[config.mk]
export PLATFORM = sky130hd
export DESIGN_NAME = stepper_phase_sequencer_flat
export DESIGN_NICKNAME = d
export VERILOG_FILES = /design/src/sv/spsq_pkg.sv /design/src/sv/spsq_if.sv /design/src/sv/spsq_count.sv /design/src/sv/spsq_core.sv /design/src/sv/stepper_phase_sequencer.sv /design/src/flat_wrapper.sv
export SDC_FILE = /design/constraint.sdc
export NUM_CORES = 1
export LEC_CHECK = 0
export BUFFER_PORTS_ARGS = -buffer_cell sky130_fd_sc_hd__buf_2
export CORE_MARGIN = 5
export CORE_UTILIZATION = 40
export CTS_BUF_LIST = sky130_fd_sc_hd__clkbuf_8
export DETAILED_ROUTE_END_ITERATION = 8
export PLACE_DENSITY = 0.59
export SYNTH_ARGS = -nofsm -noshare
export SYNTH_HDL_FRONTEND = slang
export SYNTH_SLANG_ARGS = --single-unit
export TNS_END_PERCENT = 1
[constraint.sdc]
create_clock -name clock -period 9.35 [get_ports clock]
set_input_delay 0.935 -clock clock [delete_from_list [all_inputs] [get_ports clock]]
set_output_delay 0.935 -clock clock [all_outputs]
set_load 0.1 [all_outputs]
[src/sv/spsq_pkg.sv]
`timescale 1ns / 1ps
// ----------------------------------------------------------------------------
// spsq_pkg
// Shared codes, widths, types and the coil phase table of the stepper phase
// sequencer.
// ----------------------------------------------------------------------------
package spsq_pkg;

   localparam int CFG_W       = 16;
   localparam int AMOUNT_W    = 16;
   localparam int PRODUCT_W   = 32;
   localparam int SEQ_W       = 24;
   localparam int PHASE_W     = 3;
   localparam int COILS_W     = 4;
   localparam int CSR_INDEX_W = 1;

   localparam logic REQ_TICK    = 1'b0;
   localparam logic REQ_COMMAND = 1'b1;

   localparam logic [1:0] MODE_BIPOLAR_FULL  = 2'd0;
   localparam logic [1:0] MODE_UNIPOLAR_FULL = 2'd1;
   localparam logic [1:0] MODE_UNIPOLAR_HALF = 2'd2;

   localparam logic [1:0] KIND_ONE_SEQ = 2'd0;
   localparam logic [1:0] KIND_DEGREES = 2'd1;
   localparam logic [1:0] KIND_TURNS   = 2'd2;

   localparam logic [CSR_INDEX_W-1:0] CSR_STEPS_PER_TURN = 1'b0;
   localparam logic [CSR_INDEX_W-1:0] CSR_PHASE_DELAY    = 1'b1;

   localparam logic [CFG_W-1:0] STEPS_PER_TURN_RESET = 16'd500;
   localparam logic [CFG_W-1:0] PHASE_DELAY_RESET    = 16'd2;

   localparam logic [AMOUNT_W-1:0] MAX_TURNS = 16'd255;

   // degrees: floor(p / 360) = floor((p >> 3) / 45), reciprocal multiply
   localparam longint DEG_PER_TURN = 360;
   localparam int     DEG_SHIFT    = 3;
   localparam longint DEG_ODD      = DEG_PER_TURN >> DEG_SHIFT;
   localparam int     DEG_X_W      = 22;
   localparam int     RECIP_SHIFT  = 28;
   localparam longint RECIP_VAL    = ((64'd1 << RECIP_SHIFT) + DEG_ODD - 1) / DEG_ODD;
   localparam int     RECIP_W      = 23;
   localparam int     DEG_QM_W     = DEG_X_W + RECIP_W;
   localparam logic [RECIP_W-1:0]   RECIP_45 = RECIP_VAL[RECIP_W-1:0];
   localparam longint SAT_VAL      = 65536 * DEG_PER_TURN;
   localparam logic [PRODUCT_W-1:0] DEG_SAT_PRODUCT = SAT_VAL[PRODUCT_W-1:0];

   typedef struct packed {
      logic               req_type;
      logic               direction;
      logic [1:0]         drive_mode;
      logic [SEQ_W-1:0]   seq_count;
   } spsq_cmd_type;

   function automatic logic [COILS_W-1:0] pattern_at(input logic dir,
                                                    input logic [1:0] mode,
                                                    input logic [PHASE_W-1:0] idx);
      logic [COILS_W-1:0] pat;
      pat = '0;
      case (mode)
         MODE_BIPOLAR_FULL: begin
            case (idx[1:0])
               2'd0:    pat = dir ? 4'h8 : 4'h1;
               2'd1:    pat = dir ? 4'h2 : 4'h4;
               2'd2:    pat = dir ? 4'h4 : 4'h2;
               default: pat = dir ? 4'h1 : 4'h8;
            endcase
         end
         MODE_UNIPOLAR_FULL: begin
            case (idx[1:0])
               2'd0:    pat = 4'h1;
               2'd1:    pat = dir ? 4'h2 : 4'h4;
               2'd2:    pat = 4'h8;
               default: pat = dir ? 4'h4 : 4'h2;
            endcase
         end
         default: begin
            case (idx)
               3'd0:    pat = 4'h1;
               3'd1:    pat = dir ? 4'h3 : 4'h5;
               3'd2:    pat = dir ? 4'h2 : 4'h4;
               3'd3:    pat = dir ? 4'hA : 4'hC;
               3'd4:    pat = 4'h8;
               3'd5:    pat = dir ? 4'hC : 4'hA;
               3'd6:    pat = dir ? 4'h4 : 4'h2;
               default: pat = dir ? 4'h5 : 4'h3;
            endcase
         end
      endcase
      return pat;
   endfunction

endpackage

[src/sv/spsq_if.sv]
`timescale 1ns / 1ps
// ----------------------------------------------------------------------------
// spsq_req_if / spsq_rsp_if
// Valid/ready channels for command and tick beats in and result beats out.
// ----------------------------------------------------------------------------
interface spsq_req_if;
   logic        valid;
   logic        ready;
   logic        req_type;
   logic        direction;
   logic [1:0]  drive_mode;
   logic [1:0]  amount_kind;
   logic [15:0] amount;

   modport source (output valid, req_type, direction, drive_mode, amount_kind, amount,
                   input ready);
   modport sink   (input valid, req_type, direction, drive_mode, amount_kind, amount,
                   output ready);
endinterface

interface spsq_rsp_if;
   logic       valid;
   logic       ready;
   logic [3:0] coils;
   logic       busy_res;
   logic       done_res;
   logic       rejected;

   modport source (output valid, coils, busy_res, done_res, rejected, input ready);
   modport sink   (input valid, coils, busy_res, done_res, rejected, output ready);
endinterface

[src/sv/spsq_count.sv]
`timescale 1ns / 1ps
// ----------------------------------------------------------------------------
// spsq_count
// Input register and the two stages that turn a command's amount into a
// count of full phase sequences.
// ----------------------------------------------------------------------------
module spsq_count
   import spsq_pkg::*;
(
   input  logic               clock,
   input  logic               reset,
   spsq_req_if.sink           req_chan,
   input  logic [CFG_W-1:0]   steps_per_turn,
   output logic               cmd_valid,
   input  logic               cmd_ready,
   output spsq_cmd_type       cmd
);

   // stage one: registered beat
   logic                s1_valid_ff;
   logic                s1_req_type_ff;
   logic                s1_dir_ff;
   logic [1:0]          s1_mode_ff;
   logic [1:0]          s1_kind_ff;
   logic [AMOUNT_W-1:0] s1_amount_ff;
   logic                s1_ready;

   // stage two: product
   logic                 s2_valid_ff;
   logic                 s2_req_type_ff;
   logic                 s2_dir_ff;
   logic [1:0]           s2_mode_ff;
   logic [1:0]           s2_kind_ff;
   logic [PRODUCT_W-1:0] s2_prod_ff;
   logic [PRODUCT_W-1:0] s2_prod_in;
   logic [AMOUNT_W-1:0]  mult_amount;
   logic                 s2_ready;

   // stage three: sequence count
   logic                 s3_valid_ff;
   spsq_cmd_type         s3_cmd_ff;
   spsq_cmd_type         s3_cmd_in;
   logic                 s3_ready;
   logic [DEG_X_W-1:0]   deg_x;
   logic [DEG_QM_W-1:0]  deg_qm;
   logic [SEQ_W-1:0]     seq_count;

   assign s3_ready = !s3_valid_ff || cmd_ready;
   assign s2_ready = !s2_valid_ff || s3_ready;
   assign s1_ready = !s1_valid_ff || s2_ready;
   assign req_chan.ready = s1_ready;

   always_ff @(posedge clock) begin
      if (reset) begin
         s1_valid_ff <= 1'b0;
      end else if (s1_ready) begin
         s1_valid_ff <= req_chan.valid;
      end
      if (s1_ready) begin
         s1_req_type_ff <= req_chan.req_type;
         s1_dir_ff      <= req_chan.direction;
         s1_mode_ff     <= req_chan.drive_mode;
         s1_kind_ff     <= req_chan.amount_kind;
         s1_amount_ff   <= req_chan.amount;
      end
   end

   // turn count saturates before the multiply
   always_comb begin
      mult_amount = s1_amount_ff;
      if (s1_kind_ff == KIND_TURNS && s1_amount_ff > MAX_TURNS) begin
         mult_amount = MAX_TURNS;
      end
   end

   assign s2_prod_in = PRODUCT_W'(mult_amount) * PRODUCT_W'(steps_per_turn);

   always_ff @(posedge clock) begin
      if (reset) begin
         s2_valid_ff <= 1'b0;
      end else if (s2_ready) begin
         s2_valid_ff <= s1_valid_ff;
      end
      if (s2_ready) begin
         s2_req_type_ff <= s1_req_type_ff;
         s2_dir_ff      <= s1_dir_ff;
         s2_mode_ff     <= s1_mode_ff;
         s2_kind_ff     <= s1_kind_ff;
         s2_prod_ff     <= s2_prod_in;
      end
   end

   // divide by 360 as a shift by 3 and a reciprocal multiply by 45
   assign deg_x  = s2_prod_ff[DEG_SHIFT +: DEG_X_W];
   assign deg_qm = DEG_QM_W'(deg_x) * DEG_QM_W'(RECIP_45);

   always_comb begin
      case (s2_kind_ff)
         KIND_DEGREES: begin
            if (s2_prod_ff >= DEG_SAT_PRODUCT) begin
               seq_count = SEQ_W'(16'hFFFF);
            end else begin
               seq_count = SEQ_W'(deg_qm[RECIP_SHIFT +: AMOUNT_W]);
            end
         end
         KIND_TURNS: seq_count = s2_prod_ff[SEQ_W-1:0];
         default:    seq_count = SEQ_W'(1);
      endcase
   end

   always_comb begin
      s3_cmd_in.req_type   = s2_req_type_ff;
      s3_cmd_in.direction  = s2_dir_ff;
      s3_cmd_in.drive_mode = s2_mode_ff;
      s3_cmd_in.seq_count  = seq_count;
   end

   always_ff @(posedge clock) begin
      if (reset) begin
         s3_valid_ff <= 1'b0;
      end else if (s3_ready) begin
         s3_valid_ff <= s2_valid_ff;
      end
      if (s3_ready) begin
         s3_cmd_ff <= s3_cmd_in;
      end
   end

   assign cmd_valid = s3_valid_ff;
   assign cmd       = s3_cmd_ff;

endmodule

[src/sv/spsq_core.sv]
`timescale 1ns / 1ps
// ----------------------------------------------------------------------------
// spsq_core
// Motion state: phase, hold and sequence counters, coil pattern, and the
// result register.
// ----------------------------------------------------------------------------
module spsq_core
   import spsq_pkg::*;
(
   input  logic               clock,
   input  logic               reset,
   input  logic               cmd_valid,
   output logic               cmd_ready,
   input  spsq_cmd_type       cmd,
   input  logic [CFG_W-1:0]   phase_delay_ticks,
   spsq_rsp_if.source         rsp_chan
);

   logic [COILS_W-1:0] pattern_ff, pattern_in;
   logic [PHASE_W-1:0] phase_ff, phase_in;
   logic [CFG_W-1:0]   hold_ff, hold_in;
   logic [SEQ_W-1:0]   seq_ff, seq_in;
   logic               running_ff, running_in;
   logic               dir_ff, dir_in;
   logic [1:0]         mode_ff, mode_in;

   logic               rsp_valid_ff;
   logic [COILS_W-1:0] rsp_coils_ff;
   logic               rsp_busy_ff;
   logic               rsp_done_ff;
   logic               rsp_rej_ff;

   logic               fire;
   logic               done;
   logic               rej;
   logic [1:0]         cmd_mode;
   logic [CFG_W-1:0]   load_delay;
   logic [CFG_W-1:0]   hold_dec;
   logic [PHASE_W:0]   phase_next;
   logic [PHASE_W:0]   phases_per_seq;
   logic               wrap;
   logic [SEQ_W-1:0]   seq_dec;

   assign cmd_ready = !rsp_valid_ff || rsp_chan.ready;
   assign fire      = cmd_valid && cmd_ready;

   assign cmd_mode   = (cmd.drive_mode > MODE_UNIPOLAR_HALF) ? MODE_UNIPOLAR_HALF
                                                              : cmd.drive_mode;
   assign load_delay = (phase_delay_ticks == '0) ? CFG_W'(1) : phase_delay_ticks;
   assign hold_dec   = (hold_ff != '0) ? hold_ff - CFG_W'(1) : hold_ff;
   assign phase_next = {1'b0, phase_ff} + (PHASE_W+1)'(1);
   assign phases_per_seq = (mode_ff >= MODE_UNIPOLAR_HALF) ? (PHASE_W+1)'(8)
                                                            : (PHASE_W+1)'(4);
   assign wrap    = phase_next >= phases_per_seq;
   assign seq_dec = (wrap && seq_ff != '0) ? seq_ff - SEQ_W'(1) : seq_ff;

   always_comb begin
      pattern_in = pattern_ff;
      phase_in   = phase_ff;
      hold_in    = hold_ff;
      seq_in     = seq_ff;
      running_in = running_ff;
      dir_in     = dir_ff;
      mode_in    = mode_ff;
      done       = 1'b0;
      rej        = 1'b0;
      if (fire) begin
         if (cmd.req_type == REQ_COMMAND) begin
            if (running_ff) begin
               rej = 1'b1;
            end else if (cmd.seq_count == '0) begin
               done = 1'b1;
            end else begin
               running_in = 1'b1;
               dir_in     = cmd.direction;
               mode_in    = cmd_mode;
               phase_in   = '0;
               seq_in     = cmd.seq_count;
               pattern_in = pattern_at(cmd.direction, cmd_mode, '0);
               hold_in    = load_delay;
            end
         end else if (running_ff) begin
            hold_in = hold_dec;
            if (hold_dec == '0) begin
               seq_in = seq_dec;
               if (wrap && seq_dec == '0) begin
                  running_in = 1'b0;
                  done       = 1'b1;
               end else begin
                  phase_in   = wrap ? '0 : phase_next[PHASE_W-1:0];
                  pattern_in = pattern_at(dir_ff, mode_ff,
                                          wrap ? '0 : phase_next[PHASE_W-1:0]);
                  hold_in    = load_delay;
               end
            end
         end
      end
   end

   always_ff @(posedge clock) begin
      if (reset) begin
         pattern_ff <= '0;
         phase_ff   <= '0;
         hold_ff    <= '0;
         seq_ff     <= '0;
         running_ff <= 1'b0;
         dir_ff     <= 1'b0;
         mode_ff    <= '0;
      end else begin
         pattern_ff <= pattern_in;
         phase_ff   <= phase_in;
         hold_ff    <= hold_in;
         seq_ff     <= seq_in;
         running_ff <= running_in;
         dir_ff     <= dir_in;
         mode_ff    <= mode_in;
      end
   end

   // result beat register
   always_ff @(posedge clock) begin
      if (reset) begin
         rsp_valid_ff <= 1'b0;
      end else if (fire) begin
         rsp_valid_ff <= 1'b1;
      end else if (rsp_chan.ready) begin
         rsp_valid_ff <= 1'b0;
      end
      if (fire) begin
         rsp_coils_ff <= pattern_in;
         rsp_busy_ff  <= running_in;
         rsp_done_ff  <= done;
         rsp_rej_ff   <= rej;
      end
   end

   assign rsp_chan.valid    = rsp_valid_ff;
   assign rsp_chan.coils    = rsp_coils_ff;
   assign rsp_chan.busy_res = rsp_busy_ff;
   assign rsp_chan.done_res = rsp_done_ff;
   assign rsp_chan.rejected = rsp_rej_ff;

endmodule

[src/sv/stepper_phase_sequencer.sv]
`timescale 1ns / 1ps
// ----------------------------------------------------------------------------
// stepper_phase_sequencer
// Stepper motor coil sequencer driven by motion commands and time ticks.
// ----------------------------------------------------------------------------
// One result beat comes out for every request beat, in order. The block takes
// a new beat in every cycle unless back-pressure stalls it; a result beat is
// valid once its request has passed the input register, the amount multiplier
// register and the sequence count register into the result register. The
// motion state is updated once per beat in the last stage, so a tick or
// command sees all earlier beats. Back-pressure on the result side stalls the
// stages in turn, and the earlier stages keep filling while they have room.
// The user must write registers through the csr_ port only while no beat is
// in flight; the block itself does not enforce this.
// ----------------------------------------------------------------------------
module stepper_phase_sequencer
   import spsq_pkg::*;
(
   input  logic                    clock,
   input  logic                    reset,
   spsq_req_if.sink                req_chan,
   spsq_rsp_if.source              rsp_chan,
   input  logic                    csr_wr_en,
   input  logic [CSR_INDEX_W-1:0]  csr_index,
   input  logic [CFG_W-1:0]        csr_wdata
);

   logic [CFG_W-1:0] steps_per_turn_ff;
   logic [CFG_W-1:0] phase_delay_ff;
   logic             cmd_valid;
   logic             cmd_ready;
   spsq_cmd_type     cmd;

   always_ff @(posedge clock) begin
      if (reset) begin
         steps_per_turn_ff <= STEPS_PER_TURN_RESET;
         phase_delay_ff    <= PHASE_DELAY_RESET;
      end else if (csr_wr_en) begin
         case (csr_index)
            CSR_STEPS_PER_TURN: steps_per_turn_ff <= csr_wdata;
            CSR_PHASE_DELAY:    phase_delay_ff    <= csr_wdata;
            default: begin
            end
         endcase
      end
   end

   spsq_count u_count (
      .clock          (clock),
      .reset          (reset),
      .req_chan       (req_chan),
      .steps_per_turn (steps_per_turn_ff),
      .cmd_valid      (cmd_valid),
      .cmd_ready      (cmd_ready),
      .cmd            (cmd)
   );

   spsq_core u_core (
      .clock             (clock),
      .reset             (reset),
      .cmd_valid         (cmd_valid),
      .cmd_ready         (cmd_ready),
      .cmd               (cmd),
      .phase_delay_ticks (phase_delay_ff),
      .rsp_chan          (rsp_chan)
   );

endmodule

[src/flat_wrapper.sv]
// flat-port wrapper written by rule: the top's interface ports become plain ports
module stepper_phase_sequencer_flat import spsq_pkg::*;
  (clock, reset, csr_wr_en, csr_index, csr_wdata, req_chan_valid, req_chan_req_type, req_chan_direction, req_chan_drive_mode, req_chan_amount_kind, req_chan_amount, req_chan_ready, rsp_chan_valid, rsp_chan_coils, rsp_chan_busy_res, rsp_chan_done_res, rsp_chan_rejected, rsp_chan_ready);
  spsq_req_if req_chan_i ();
  spsq_rsp_if rsp_chan_i ();
  input  logic clock;
  input  logic reset;
  input  logic csr_wr_en;
  input  logic [CSR_INDEX_W-1:0] csr_index;
  input  logic [CFG_W-1:0] csr_wdata;
  input wire logic [$bits(req_chan_i.valid)-1:0] req_chan_valid;
  input wire logic [$bits(req_chan_i.req_type)-1:0] req_chan_req_type;
  input wire logic [$bits(req_chan_i.direction)-1:0] req_chan_direction;
  input wire logic [$bits(req_chan_i.drive_mode)-1:0] req_chan_drive_mode;
  input wire logic [$bits(req_chan_i.amount_kind)-1:0] req_chan_amount_kind;
  input wire logic [$bits(req_chan_i.amount)-1:0] req_chan_amount;
  output wire logic [$bits(req_chan_i.ready)-1:0] req_chan_ready;
  output wire logic [$bits(rsp_chan_i.valid)-1:0] rsp_chan_valid;
  output wire logic [$bits(rsp_chan_i.coils)-1:0] rsp_chan_coils;
  output wire logic [$bits(rsp_chan_i.busy_res)-1:0] rsp_chan_busy_res;
  output wire logic [$bits(rsp_chan_i.done_res)-1:0] rsp_chan_done_res;
  output wire logic [$bits(rsp_chan_i.rejected)-1:0] rsp_chan_rejected;
  input wire logic [$bits(rsp_chan_i.ready)-1:0] rsp_chan_ready;
  assign req_chan_i.valid = req_chan_valid;
  assign req_chan_i.req_type = req_chan_req_type;
  assign req_chan_i.direction = req_chan_direction;
  assign req_chan_i.drive_mode = req_chan_drive_mode;
  assign req_chan_i.amount_kind = req_chan_amount_kind;
  assign req_chan_i.amount = req_chan_amount;
  assign req_chan_ready = req_chan_i.ready;
  assign rsp_chan_valid = rsp_chan_i.valid;
  assign rsp_chan_coils = rsp_chan_i.coils;
  assign rsp_chan_busy_res = rsp_chan_i.busy_res;
  assign rsp_chan_done_res = rsp_chan_i.done_res;
  assign rsp_chan_rejected = rsp_chan_i.rejected;
  assign rsp_chan_i.ready = rsp_chan_ready;
  stepper_phase_sequencer u_core (.clock(clock), .reset(reset), .req_chan(req_chan_i), .rsp_chan(rsp_chan_i), .csr_wr_en(csr_wr_en), .csr_index(csr_index), .csr_wdata(csr_wdata));
endmodule
; Word level (Yosys, flattened, before mapping)
; Index checks and enable logic that the tools add are counted.
[word_totals]
mem_count = 0
inputBits = 44
latch_bits = 0
mem_bits_rw = 0
elab_cells = 153
ff_bits = 182
mem_bits_ro = 0
[op_classes]
muxes = 63
div = 0
shifts = 0
magnitude_cmp = 5
reduce_logical = 31
eq_ne = 15
addsub = 3
n_bitwise = 3
multipliers = 2
[op_table]
columns = cell, count
row1 = $mux W16, 10
row2 = $mux W24, 6
row3 = $logic_not A24 Y1, 2
row4 = $mux W4, 12
row5 = $pmux W24 S2, 1
row6 = $mul A22 B23 Y44 const B, 1
row7 = $mux W3, 13
row8 = $ge A32 B25 Y1 const B, 1
row9 = $logic_not A16 Y1, 2
row10 = $mul A16 B16 Y32, 1
row11 = $pmux W4 S7, 1
row12 = $pmux W4 S3, 2
row13 = $reduce_bool A24 Y1, 1
row14 = $sub A24 B1 Y24 const B, 1
row15 = $gt A16 B8 Y1 const B, 1
row16 = $mux W1, 16
row17 = $reduce_bool A16 Y1, 1
row18 = $sub A16 B1 Y16 const B, 1
row19 = $eq A3 B3 Y1 const B, 3
row20 = $pmux W4 S2, 1
row21 = $reduce_and A4 Y1, 2
row22 = $eq A2 B1 Y1 const B, 3
row23 = $eq A2 B2 Y1 const B, 3
row24 = $eq A3 B2 Y1 const B, 2
row25 = other kinds (18), 35

; Logic depth before layout (Yosys ltp)
[depth]
depth_word = 12
depth_mapped = 29

; Modules after synthesis
; From an unflattened synthesis, not the netlist that was laid out.
[hier_totals]
cells_unflattened = 2612
hier_area_um2 = 24494.7
[modules_own_cells]
columns = mod, instances, area_per_inst_um2, cells_each
row1 = spsq_count, 1, 18332.6, 1828
row2 = spsq_core, 1, 4790.8, 650
row3 = stepper_phase_sequencer, 1, 1371.3, 134

; Worst setup path after synthesis
; No wires, ideal clock.
[synth_path]
kind = register to register
startpoint = register u_core.u_count.s1_amount_ff[14]
endpoint = register u_core.u_count.s2_prod_ff[30], data pin
synth_period_minus_slack_ps = 6643
t_required_ps = 9092
stages_incl_launch_ff = 27
setup_time_ps = 258
t_arrival_ps = 6385
path_slack_ps = 2707
path_cell_list = edfxtp_1 > nor4_1 > a21oi_1 > or2_2 > clkbuf_1 > clkbuf_1 > nand2_1 > fa_1 > fa_1 > fa_1 > fa_1 > inv_1 > fa_1 > inv_1 > fa_1 > inv_1 > ha_1 > and4_1 > a21oi_1 > o21ai_0 > and3_1 > a31oi_1 > a211oi_1 > nand3b_1 > a31o_2 > a21oi_1 > xnor2_1
[synth_between]
elab_chain_len = 4
[synth_rtl]
columns = element, line_no
row1 = from (decl), spsq_count.sv:25  ; logic [AMOUNT_W-1:0] s1_amount_ff;
row2 = from (signal assigned), spsq_count.sv:64  ; s1_amount_ff <= req_chan.amount;
row3 = $gt A16 B8 Y1, spsq_count.sv:71  ; if (s1_kind_ff == KIND_TURNS && s1_amount_ff > MAX_TURNS) begin
row4 = $logic_and A1 B1 Y1, spsq_count.sv:71
row5 = $mux W16 *, spsq_count.sv:71
row6 = $mul A16 B16 Y32 *, spsq_count.sv:76  ; assign s2_prod_in = PRODUCT_W'(mult_amount) * PRODUCT_W'(steps_per_turn);
row7 = net u_core.u_count.s2_prod_in[30], spsq_count.sv:35  ; logic [PRODUCT_W-1:0] s2_prod_in;
row8 = to (signal assigned), spsq_count.sv:89  ; s2_prod_ff <= s2_prod_in;
row9 = to (decl), spsq_count.sv:34  ; logic [PRODUCT_W-1:0] s2_prod_ff;
; The timed path passes the listed nets; every way through them passes the cells marked *.
; A chain may end at the register's enable or synchronous reset.

; Worst setup path in the final report
[layout_path]
startpoint = register u_core.u_count.s2_prod_ff[20]
endpoint = register u_core.u_count.s3_cmd_ff, in the netlist u_core.u_count.cmd[9], data pin
[layout_between]
elab_chain_len = 3
elab_cells_between_ends = 4
[layout_rtl]
columns = element, line_no
row1 = $mul A22 B23 Y44 or $ge A32 B25 Y1 (tied branches), "spsq_count.sv:95, spsq_count.sv:100"
row2 = $mux W16 *, spsq_count.sv:100  ; if (s2_prod_ff >= DEG_SAT_PRODUCT) begin
row3 = $pmux W24 S2 *, spsq_count.sv:98  ; case (s2_kind_ff)
row4 = net u_core.u_count.seq_count[9], spsq_count.sv:46  ; logic [SEQ_W-1:0] seq_count;
row5 = to (signal assigned), spsq_count.sv:125  ; s3_cmd_ff <= s3_cmd_in;
row6 = to (decl), spsq_count.sv:41  ; spsq_cmd_type s3_cmd_ff;
; Marks and branches as above.

==> impl_results.md <==
- Status: finished, final reports clean
- Clk slew on worst S/H paths: 0.12 ns
- TritonCTS clock tree: built
- CTS resizes: 0
- Largest net degree at the start of global routing: 89
- FF-to-FF End: u_core.u_count.cmd[9]$_DFFE_PP_
- Antenna-violating nets left: 0
- Max incr delay on CP: 0.70 ns
- # clock sinks: 182
- Share of the synthesized area in the top cell type: 0.271
- Max FO, Critical Path: 5
- Final worst slack: 1.66 ns
- Sequential area share after synthesis: 0.193
- Minimum clock period: 7.69 ns
- Critical Path End Type: flip-flop
- Cell row count: 89
- Final Wtd Congestion: 0.983
- FFs w/ async S/R, synth: 0
- Most common flop cell mapped by yosys: edfxtp_1
- CP delay by family, top: adder cells
- Slowest stage cell, crit path: a2111oi_0
- Post-placement cell area: 24,600 sq um
- Area leader, netlist: fa_1
- Critical path class: reg2reg
- CTS H-tree depth: 4
- Vias per cell: 5.30
- Post-detail-place hpwl: 49,100 um
- Die X: 254 um
- Clk_lat worst skew: 0.52 ns
- Number of global-route vias before repair: 18.2k
- RR Startpoint: u_core.u_count.s2_prod_ff[20]$_DFFE_PP_
- # nets final: 3,231
- Initial core utilization: 0.403
- Num ports: 53
- GR Overflow Total: 0
- Clock Tree Root: clkbuf_8
- # Post-CTS Setup Buffers: 0
- Area contributors post-synth: fa_1, ha_1, edfxtp_1, inv_1, dfxtp_1
- Least-Margin Pin Slew: 0.966 ns
- Final Cell Area: 25,100 sq um
- Yosys cell types: 77
- Most numerous cell on the critical path: fa_1
- YS warnings: 0
- CP Buf/Inv Count: 4
- Wire length on met2: 29,200 um
- Mapped Avg Cell Area: 9.17 sq um
- Max Freq: 130 MHz
- Number of port buffers: 52
- Tot GR Track Use: 0.188
- Num CTS Buffers: 17
- Min-delay src: u_core.u_count.s2_mode_ff[0]$_DFFE_PP_
- Clock Path Buffers: 2
- Area of the die: 64,300 sq um
- Iteration count of the initial detailed-routing pass: 5
- Worst path arrival time: 7.89 ns
- Pre-CTS setup slack: 1.75 ns
- Part of the cycle the worst path needs: 0.822
- Setup TNS after final layout: 0 ns
- Critical-path cell list: inv_1 -> ha_1 -> fa_1 -> fa_1 -> fa_1 -> inv_1 -> fa_1 -> inv_1 -> fa_1 -> fa_1 -> inv_1 -> ha_1 -> nand4_1 -> a21oi_1 -> a32oi_1 -> or3_1 -> o22a_1 -> o21ai_0 -> a21oi_1 -> o21bai_1 -> nor4b_1 -> a2111oi_0
- Clock Skew: 0.0241 ns
- Maxcap violations: 0
- Slew HR: 0.356
- Post-CTS Hold Buffers: 0
- Wire per inst: 17.9 um
- Gate Count Post-Synth: 2,589
- Tightest Hold Check Type: reg2reg
- Die H: 254 um
- Remaining DRCs: 0
- First-pass GRT wire length: 96,700 um
- Vias: 17.7k
- Area growth syn-to-layout: 5.52%
- Drt initial violations: 1,108
- Core area: 58,900 sq um
- Top Layer Used: met4
- Final Hold Fails: 0
- RSZ-0062 raised after global routing: no
- Slew Viols, Final: 0
- Routed WL: 60,000 um
- Post-Synthesis Net Count: 3,257
- Hold path cells: 0
- CP Data Required Time: 9.56 ns
- Syn Std Cell Area: 23,700 sq um
- Initial antenna violation count: 1
- Hold endpoint: u_core.u_count.cmd[24]$_DFFE_PP_
- Worst Reg2Reg Path Length in Cells: 22
- N_diodes: 0
- Yosys reg bits: 182
- Startpoint Class: flip-flop
- Worst R2R Setup Slack: 1.66 ns
- EDFF count, synth: 95
- Wire length on met1: 26,300 um
- Met3 WL: 3140 um
- Final setup fails: 0
- Layout cells sized above 1: 0.0481
[per-layer routing]
metal,vias to the layer above,global-route usage
li1,8418,-
met1,8816,0.256
met2,436,0.315
met3,72,0.0330
met4,0,0.0433
met5,-,0
[metrics by stage]
step            util  cells  hold WS [ns]
6_report       0.425   3349         0.430
5_1_grt        0.425   3349         0.446
4_1_cts        0.425   3349         0.431
3_5_place_dp   0.418   3317         0.406
3_3_place_gp   0.418   3317         0.406
2_1_floorplan      -   2589         0.400
[layout by cell type (no fill, tap or decap), drive strengths merged, types with 10 or more instances in the layout]
cell type  count
o21ai         81
o31ai         10
nand2        327
nand4         14
nand3b        14
and2          85
or3           12
nor4          27
mux2          10
buf           66
xor2          15
a21oi        153
dfxtp         87
and3          63
nor2b         19
inv          478
a21o          21
nor2          89
nand3         23
or2           11
nor3          34
xnor2         35
a31oi         19
clkbuf        17
nand2b        14
fa           322
ha           302
edfxtp        95
[cells by family (layout without fill, tap and decap cells)]
group,Yosys count,after routing,synth area share
simple gates,756,756,0.158
fa+ha+maj,624,624,0.431
buf+inv,579,566,0.0930
compound gates,381,381,0.0985
flops,182,182,0.193
xor+xnor,50,50,0.0184
mux,17,17,0.00769
[synthesized netlist by cell type, types with 15 or more instances]
master and count:
a21o_1 21, a21oi_1 152, a31oi_1 19, and2_1 84
and3_1 63, clkbuf_1 96, dfxtp_1 87, edfxtp_1 95
fa_1 322, ha_1 302, inv_1 467, nand2_1 327
nand3_1 22, nor2_1 89, nor2b_1 19, nor3_1 30
nor4_1 24, o21ai_0 74, xnor2_1 35, xor2_1 15
[flip-flops by register name, indices dropped and copies added, names as in the netlist, 3 cells and up]
signal / cells
u_core.u_count.s1_amount_ff: 16
u_core.u_core.rsp_chan.coils: 4
u_core.u_core.seq_ff: 24
u_core.u_count.s2_prod_ff: 32
u_core.u_core.pattern_ff: 4
u_core.u_core.phase_ff: 3
u_core.phase_delay_ff: 16
u_core.u_count.cmd: 28
u_core.u_core.hold_ff: 16
u_core.steps_per_turn_ff: 16
[how the worst max path moves through the flow]
stage / start / to / slack (ns) / depth (start not counted)
after floorplan: u_core.u_count.s1_amount_ff[14]$_DFFE_PP_ / u_core.u_count.s2_prod_ff[30]$_DFFE_PP_ / 2.71 / 26
after global placement: u_core.u_count.s2_prod_ff[20]$_DFFE_PP_ / u_core.u_count.cmd[9]$_DFFE_PP_ / 1.91 / 22
after detailed placement: u_core.u_count.s2_prod_ff[20]$_DFFE_PP_ / u_core.u_count.cmd[9]$_DFFE_PP_ / 1.75 / 22
after CTS: u_core.u_count.s2_prod_ff[20]$_DFFE_PP_ / u_core.u_count.cmd[9]$_DFFE_PP_ / 1.73 / 22
after global routing: u_core.u_count.s2_prod_ff[20]$_DFFE_PP_ / u_core.u_count.cmd[9]$_DFFE_PP_ / 1.32 / 22
final: u_core.u_count.s2_prod_ff[20]$_DFFE_PP_ / u_core.u_count.cmd[9]$_DFFE_PP_ / 1.66 / 22
[layout make-up]
cell class,count,area [sq um]
clock inverter,15,195
multi-input combinational,1828,16900
fill,5758,33900
inverter,468,1760
sequential,182,4590
timing repair buffer,66,365
clock buffer,17,234
tap,773,967
Power is not shown: default switching activity piles up to over one toggle a cycle in this logic, so the estimate is an artifact.
